<file path="src/rtl/assert_macros.svh">
// Assertion helpers for the clocked checks at the end of the top level.
`ifndef ASSERT_MACROS_SVH
`define ASSERT_MACROS_SVH

// Clocked check, disabled while reset is asserted.
`define ASSERT_CLK(name, clk, rst_n, prop, msg) \
	name: assert property (@(posedge clk) disable iff (!rst_n) prop) \
		else $error(msg);

// Clocked check that also runs during reset.
`define ASSERT_CLK_ALWAYS(name, clk, prop, msg) \
	name: assert property (@(posedge clk) prop) else $error(msg);

`endif

</file>
<file path="src/rtl/lpr_pkg.sv">
`timescale 1ns / 1ps

package lpr_pkg;

	localparam int CFG_W       = 5;
	localparam int PAGE_W      = 16;
	localparam int OUT_IDX_W   = 4;
	localparam int FAULT_W     = 32;

	localparam logic [CFG_W-1:0] FRAMES_RESET = 5'd16;

	typedef struct packed {
		logic [PAGE_W-1:0] page;
		logic              last_request;
	} in_t;

	typedef struct packed {
		logic                 hit;
		logic [OUT_IDX_W-1:0] frame_index;
		logic [FAULT_W-1:0]   fault_count;
		logic                 final_res;
	} out_t;

endpackage

</file>
<file path="src/rtl/lru_page_replacement.sv">
// LRU page replacement unit.
// in channel: in_valid / in_stall / in_data, one page request per beat.
// out channel: out_valid / out_stall / out_data, one result beat per request
// (hit flag, frame used, running fault count, end-of-sequence echo).
// cfg_we / cfg_wdata write frames_in_use; write it only while the block is idle.
// Each frame lives in one cell of a row of MAX_FRAMES cells. A request walks
// the row through the registered scan carry, one cell per cycle, collecting
// the first matching frame, the first empty frame and the LRU victim. An
// update step then broadcasts the decision and the cells update their ranks.
// A new request is taken only once the current one has finished its update,
// as in_stall is held outside the idle state.
// A result waiting in the output register does not block the next request;
// only the update cycle waits while out_stall holds an older result.
// Reset clears all frames, ranks and the fault counter, and sets
// frames_in_use to 16. A request marked last clears the frames, ranks and
// the fault counter after its result is formed.
`timescale 1ns / 1ps
`include "assert_macros.svh"

module lru_page_replacement #(
	parameter int MAX_FRAMES = 16,
	parameter int PAGE_BITS  = 16
) (
	input  logic                      clk,
	input  logic                      arst_n,
	input  logic                      in_valid,
	output logic                      in_stall,
	input  lpr_pkg::in_t              in_data,
	output logic                      out_valid,
	input  logic                      out_stall,
	output lpr_pkg::out_t             out_data,
	input  logic                      cfg_we,
	input  logic [lpr_pkg::CFG_W-1:0] cfg_wdata
);

	localparam int IW = (MAX_FRAMES > 1) ? $clog2(MAX_FRAMES) : 1;
	localparam int SW = 2 + 5 * IW;
	localparam int UW = 4 + 2 * IW;

	typedef struct packed {
		logic          hit_found;
		logic [IW-1:0] hit_idx;
		logic [IW-1:0] hit_rank;
		logic          empty_found;
		logic [IW-1:0] empty_idx;
		logic [IW-1:0] vic_idx;
		logic [IW-1:0] vic_rank;
	} scan_t;

	typedef struct packed {
		logic          go;
		logic          age_all;
		logic          wr_page;
		logic          clear;
		logic [IW-1:0] sel;
		logic [IW-1:0] bound;
	} upd_t;

	typedef enum logic [2:0] {
		ST_IDLE = 3'b001,
		ST_SCAN = 3'b010,
		ST_UPD  = 3'b100
	} state_t;

	state_t                         state_q;
	logic [IW-1:0]                  cnt_q;
	logic [lpr_pkg::CFG_W-1:0]      frames_q;
	logic [PAGE_BITS-1:0]           page_q;
	logic                           last_q;
	logic [lpr_pkg::FAULT_W-1:0]    fault_q;
	logic [lpr_pkg::FAULT_W-1:0]    fault_d;
	logic                           out_valid_q;
	lpr_pkg::out_t                  out_q;
	logic [SW-1:0]                  chain [MAX_FRAMES+1];
	logic [MAX_FRAMES-1:0]          valid_vec;
	scan_t                          fin;
	upd_t                           upd;
	logic                           in_acc;

	assign in_stall  = (state_q != ST_IDLE);
	assign in_acc    = in_valid && !in_stall;
	assign out_valid = out_valid_q;
	assign out_data  = out_q;

	assign chain[0] = '0;
	assign fin      = scan_t'(chain[MAX_FRAMES]);

	for (genvar i = 0; i < MAX_FRAMES; i++) begin : g_cell
		lpr_cell #(
			.IDX       (i),
			.IW        (IW),
			.PAGE_BITS (PAGE_BITS)
		) u_cell (
			.clk           (clk),
			.arst_n        (arst_n),
			.frames_in_use (frames_q),
			.page          (page_q),
			.upd           (UW'(upd)),
			.scan_in       (chain[i]),
			.scan_out      (chain[i+1]),
			.valid         (valid_vec[i])
		);
	end

	always_comb begin
		upd       = '0;
		upd.go    = (state_q == ST_UPD) && (!out_valid_q || !out_stall);
		upd.clear = last_q;
		if (fin.hit_found) begin
			upd.sel   = fin.hit_idx;
			upd.bound = fin.hit_rank;
		end else if (fin.empty_found) begin
			upd.sel     = fin.empty_idx;
			upd.age_all = 1'b1;
			upd.wr_page = 1'b1;
		end else begin
			upd.sel     = fin.vic_idx;
			upd.bound   = fin.vic_rank;
			upd.wr_page = 1'b1;
		end
	end

	always_comb begin
		fault_d = fault_q;
		if (!fin.hit_found && (fault_q != '1)) begin
			fault_d = fault_q + lpr_pkg::FAULT_W'(1);
		end
	end

	always_ff @(posedge clk or negedge arst_n) begin
		if (!arst_n) begin
			frames_q <= lpr_pkg::FRAMES_RESET;
		end else if (cfg_we) begin
			frames_q <= cfg_wdata;
		end
	end

	always_ff @(posedge clk or negedge arst_n) begin
		if (!arst_n) begin
			state_q     <= ST_IDLE;
			cnt_q       <= '0;
			fault_q     <= '0;
			out_valid_q <= 1'b0;
		end else begin
			if (upd.go) begin
				out_valid_q <= 1'b1;
			end else if (!out_stall) begin
				out_valid_q <= 1'b0;
			end
			unique case (state_q)
				ST_IDLE: begin
					cnt_q <= '0;
					if (in_acc) begin
						state_q <= ST_SCAN;
					end
				end
				ST_SCAN: begin
					cnt_q <= cnt_q + IW'(1);
					if (cnt_q == IW'(MAX_FRAMES - 1)) begin
						state_q <= ST_UPD;
					end
				end
				ST_UPD: begin
					if (upd.go) begin
						state_q <= ST_IDLE;
						fault_q <= last_q ? '0 : fault_d;
					end
				end
				default: begin
					state_q <= ST_IDLE;
				end
			endcase
		end
	end

	always_ff @(posedge clk) begin
		if (in_acc) begin
			page_q <= PAGE_BITS'(in_data.page);
			last_q <= in_data.last_request;
		end
		if (upd.go) begin
			out_q.hit         <= fin.hit_found;
			out_q.frame_index <= lpr_pkg::OUT_IDX_W'(upd.sel);
			out_q.fault_count <= fault_d;
			out_q.final_res   <= last_q;
		end
	end

	`ASSERT_CLK(a_out_from_upd, clk, arst_n, $rose(out_valid_q) |-> $past(state_q == ST_UPD), "result appeared without an update cycle")
	`ASSERT_CLK(a_frame0_filled, clk, arst_n, (upd.go && !last_q) |=> valid_vec[0], "frame 0 empty after a request")
	`ASSERT_CLK(a_fault_mono, clk, arst_n, (upd.go && !last_q) |=> (fault_q >= $past(fault_q)), "fault count went down mid-sequence")
	`ASSERT_CLK_ALWAYS(a_reset_idle, clk, !arst_n |=> (state_q == ST_IDLE) && !out_valid_q, "block not idle in reset")

endmodule

</file>
<file path="src/rtl/lpr_cell.sv">
`timescale 1ns / 1ps

module lpr_cell #(
	parameter int IDX       = 0,
	parameter int IW        = 4,
	parameter int PAGE_BITS = 16
) (
	input  logic                      clk,
	input  logic                      arst_n,
	input  logic [lpr_pkg::CFG_W-1:0] frames_in_use,
	input  logic [PAGE_BITS-1:0]      page,
	input  logic [4+2*IW-1:0]         upd,
	input  logic [2+5*IW-1:0]         scan_in,
	output logic [2+5*IW-1:0]         scan_out,
	output logic                      valid
);

	typedef struct packed {
		logic          hit_found;
		logic [IW-1:0] hit_idx;
		logic [IW-1:0] hit_rank;
		logic          empty_found;
		logic [IW-1:0] empty_idx;
		logic [IW-1:0] vic_idx;
		logic [IW-1:0] vic_rank;
	} scan_t;

	typedef struct packed {
		logic          go;
		logic          age_all;
		logic          wr_page;
		logic          clear;
		logic [IW-1:0] sel;
		logic [IW-1:0] bound;
	} upd_t;

	localparam logic [IW-1:0] MY_IDX = IW'(IDX);

	logic                 valid_q;
	logic [IW-1:0]        rank_q;
	logic [PAGE_BITS-1:0] page_q;
	scan_t                scan_i;
	scan_t                scan_d;
	scan_t                scan_q;
	upd_t                 upd_i;
	logic                 act;
	logic                 sel_me;

	assign scan_i   = scan_t'(scan_in);
	assign upd_i    = upd_t'(upd);
	assign act      = (IDX == 0) || (IDX < int'(frames_in_use));
	assign sel_me   = (upd_i.sel == MY_IDX);
	assign scan_out = scan_q;
	assign valid    = valid_q;

	always_comb begin
		scan_d = scan_i;
		if (act && valid_q && (page_q == page) && !scan_i.hit_found) begin
			scan_d.hit_found = 1'b1;
			scan_d.hit_idx   = MY_IDX;
			scan_d.hit_rank  = rank_q;
		end
		if (act && !valid_q && !scan_i.empty_found) begin
			scan_d.empty_found = 1'b1;
			scan_d.empty_idx   = MY_IDX;
		end
		if (act && (rank_q >= scan_i.vic_rank)) begin
			scan_d.vic_idx  = MY_IDX;
			scan_d.vic_rank = rank_q;
		end
	end

	always_ff @(posedge clk) begin
		scan_q <= scan_d;
		if (upd_i.go && sel_me && upd_i.wr_page) begin
			page_q <= page;
		end
	end

	always_ff @(posedge clk or negedge arst_n) begin
		if (!arst_n) begin
			valid_q <= 1'b0;
			rank_q  <= '0;
		end else if (upd_i.go) begin
			if (upd_i.clear) begin
				valid_q <= 1'b0;
				rank_q  <= '0;
			end else if (sel_me) begin
				valid_q <= 1'b1;
				rank_q  <= '0;
			end else if (valid_q && (upd_i.age_all || (rank_q < upd_i.bound))) begin
				rank_q <= rank_q + IW'(1);
			end
		end
	end

endmodule
</file>
<file path="config.mk">
export PLATFORM = sky130hd
export DESIGN_NAME = lru_page_replacement
export DESIGN_NICKNAME = d
export VERILOG_FILES = /design/src/rtl/lpr_pkg.sv /design/src/rtl/lru_page_replacement.sv /design/src/rtl/lpr_cell.sv
export VERILOG_INCLUDE_DIRS = /design/src /design/src/rtl
export SDC_FILE = /design/constraint.sdc
export NUM_CORES = 1
export LEC_CHECK = 0
export ABC_AREA = 0
export CAP_MARGIN = 40
export CORE_UTILIZATION = 50
export CTS_BUF_LIST = sky130_fd_sc_hd__clkbuf_16
export CTS_CLUSTER_SIZE = 20
export DETAILED_ROUTE_END_ITERATION = 10
export DONT_BUFFER_PORTS = 1
export MAX_ROUTING_LAYER = met4
export PLACE_DENSITY_LB_ADDON = 0.12
export REMOVE_ABC_BUFFERS = 1
export SKIP_LAST_GASP = 1
export SYNTH_ARGS = -nofsm -noshare
export SYNTH_HDL_FRONTEND = slang
export SYNTH_SLANG_ARGS = --single-unit
</file>
<file path="constraint.sdc">
create_clock -name clk -period 6.4 [get_ports clk]
set_clock_uncertainty 0.2 [all_clocks]
set_input_delay 0.96 -clock clk [delete_from_list [all_inputs] [get_ports clk]]
set_output_delay 0.96 -clock clk [all_outputs]
set_load 0.005 [all_outputs]
</file>
==> flow_summary.yaml <==
synthesis:
  synth_top_family_by_area: "simple AND/OR/NAND/NOR gates"
  synthSimpleGateAreaFrac_pct: 12.62
  synthMuxAreaShare_pct: 5.574
  synthArstFlopShare_pct: 16.82
  synthAdderAreaFrac_pct: 4.408
  synth_common_cells: "edfxtp_1, dfxtp_1, xor2_1"
  synth.avg_cell_area_um2: 12.33
  synth_most_common_cell: "edfxtp_1"
  synth_compound_area_share_pct: 7.378
  netlist_area_um2: 31220
  ys_warn_count: 0
  synth_top_area_share_pct: 29.91
  synthFlopType: "edfxtp_1"
  synth_top_area_cell: "edfxtp_1"
  synth_cell_types: 77
  synth_edf_count: 311
  synthCells: 2533
  ys_ff_latch: 743
  synth_area_leaders: "edfxtp_1, dfxtp_1, dfrtp_1"
  synth_xor_area_share_pct: 8.051
  synth-seq-area-share_pct: 59.62
clock_network:
  clk_pin_slew_ns: 0.06
  clock_sinks: 743
  postCtsSetupBuffers: 0
  clk_latency_ns: 0.62
  cts.htree.levels: 3
  cts_hold_buf: 2
  cts_tree: "built"
  clock-root-buffer: "clkbuf_16"
  cts_resized: 0
  cts.path.max_buffers: 3
  cts-buffers-inserted: 80
global_route:
  grtUsageTotal_pct: 23.77
  met2_usage_pct: 37.22
  use_met1_pct: 30.42
  antenna_found_initial: 1
  gr-max-usage-layer: "met2"
  grt_pass1_wl_um: 111800
  gr-total-overflow: 0
  grtUsageMet3_pct: 4.013
  grt_max_degree: 125
  grt_pass1_vias: 19490
detailed_routing:
  drt-total-wl_um: 71320
  drt_iter0_drc: 1081
  drc: 0
  ant_nets: 0
  vias_per_cell: 5.510
  vias: 19230
  drt_first_pass_iters: 5
  routedWlPerCell_um: 20.43
placed_design:
  gp_congestion: 0.8497
  dpl.hpwl_um: 48340
  dp_cells: 3338
  port_buffers: 0
  dpl_worst_slack_ns: 2.690
setup_path:
  crit_fanout: 16
  worstSetupPathType: "flop to flop"
  crit_path_end: "g_cell[11].u_cell.page_q[12]"
  rr_endpoint: "g_cell[11].u_cell.page_q[12]"
  crit_path_max_incr_delay_ns: 0.66
  cp_top_family: "simple AND/OR/NAND/NOR gates"
  crit_top_cell: "nor2_1"
  endpoint_kind: "flop"
  cp.arrival_ns: 3.88
  cp.required_ns: 6.53
  worst-path-stages: 7
  critPathLaunch: "g_cell[15].u_cell.scan_out[12]"
  reg2reg_slack_ns: 2.65
  path_buf_inv: 2
  crit_slowest_cell: "nor2_1"
  cp-start-kind: "flop"
  reg2reg_depth: 7
  r2r_start: "g_cell[15].u_cell.scan_out[12]"
  cp_cell_sequence: "mux2i_1 > o21a_1 > inv_1 > nor2_1 > nand2_1 > nor2_1 > buf_6"
outcome:
  status: "finished, final reports clean"
run:
  maxCapViolCount: 0
floorplan:
  die_y_um: 251.9
  rows: 91
  core_um2: 61710
  io_pins: 67
  dieArea_um2: 63450
  die_w_um: 251.9
  start_util_pct: 50.59
hold_path:
  hold_class: "primary input to asynchronous set/reset pin"
finish:
  syn_to_final_growth_pct: 12.48
  nets: 2722
  drive_gt1_share_pct: 16.10
  fillers: 5100
  fin_util_pct: 56.90
  post_layout_nonfiller_instances: 3490
sta:
  fmax_mhz: 266.7
  final-setup-viol-count: 0
  min_period_over_period_pct: 58.58
  layout_min_cycle_time_ns: 3.749
  rsz0062_at_grt: "no"
  hold_viol_final: 0
  slew_viol_final: 0
  tns_ns: 0
  worst_slack_ns: 2.651
  slew_headroom_pct: 35.56
  tightest_slew_ns: 0.9577
pwr:
  p_total_w: 0.01050
  vdd_drop_max_v: 0.0002814
  power.leakage_nw: 13.87
  power_density_nw_per_um2: 298.9
[layout make-up]
class / count / area [um2] / share of cell area, %
repair buffers: 66 / 603.1 / 1.717
clock inverters: 60 / 371.6 / 1.058
multi-input cells: 1604 / 11910 / 33.92
diodes: 1 / 2.502 / 0.007126
clock buffers: 89 / 2227 / 6.342
well taps: 837 / 1047 / 2.982
inverters: 90 / 337.8 / 0.9620
flip-flops and latches: 743 / 18620 / 53.01
[sequential cells by signal (all words and copies together), names as in the netlist]
register                flops
g_cell.u_cell.scan_out    307
g_cell.u_cell.page_q      256
cnt_q                       4
fault_q                    32
g_cell.u_cell.rank_q       64
frames_q                    5
last_q                      1
page_q                     16
state_q                     3
out_valid                   1
g_cell.u_cell.valid        16
out_data                   38
[kinds of logic after synthesis]
family | Yosys count
mux | 159
flops | 743
buf+inv | 186
xor+xnor | 287
fa+ha+maj | 110
simple gates | 715
compound gates | 333
[placed cells by master, fill, tap and decap left out, drive strengths merged, types with 82 or more instances in the layout]
master and count:
inv 110, dfrtp 123, nand2 123, xor2 160, nor2 115, or2 89
edfxtp 311, mux2 119, dfxtp 307, xnor2 127, o21ai 82, ha 110
clkbuf 89
[stage by stage]
stage / hold WS [ns] / area (um2)
5_1_grt: 0.1707 / 35110
4_1_cts: 0.1380 / 35110
3_5_place_dp: 0.1924 / 32480
2_1_floorplan: 0.1863 / 30830
6_report: 0.1331 / 35120
3_3_place_gp: 0.1925 / 32240
[report_power, final]
part	internal [W]	switching, W	leakage, nW	total (W)
logic	0.000288	0.000539	5.78	0.000827
registers	0.00509	0.0000771	6.74	0.00517
clock network	0.00265	0.00185	1.35	0.00450
[routing by layer]
layer,vias to the layer above,routed length (um),part of all wire [%]
met5,-,0,0
met4,0,3287,4.6
met3,181,2984,4.2
met2,453,33330,47
met1,9420,31710,44
li1,9177,-,-
[worst reg2reg max path: cells and delay by family (launching register included)]
family	cells	cell delay (ns)
simple gates	3	1.26
mux	1	0.25
compound gates	1	0.52
buf+inv	2	0.68
flops	1	0.56
[worst min-delay path by stage]
stage | end | cells past startpoint
final | fault_q[8] | 1
after floorplan | g_cell[10].u_cell.scan_out[18] | 1
after CTS | fault_q[18] | 1
after detailed placement | g_cell[12].u_cell.scan_out[11] | 1
after global placement | g_cell[12].u_cell.scan_out[20] | 1
after global routing | fault_q[8] | 1
No activity file was read; power rests on OpenSTA's default activity.
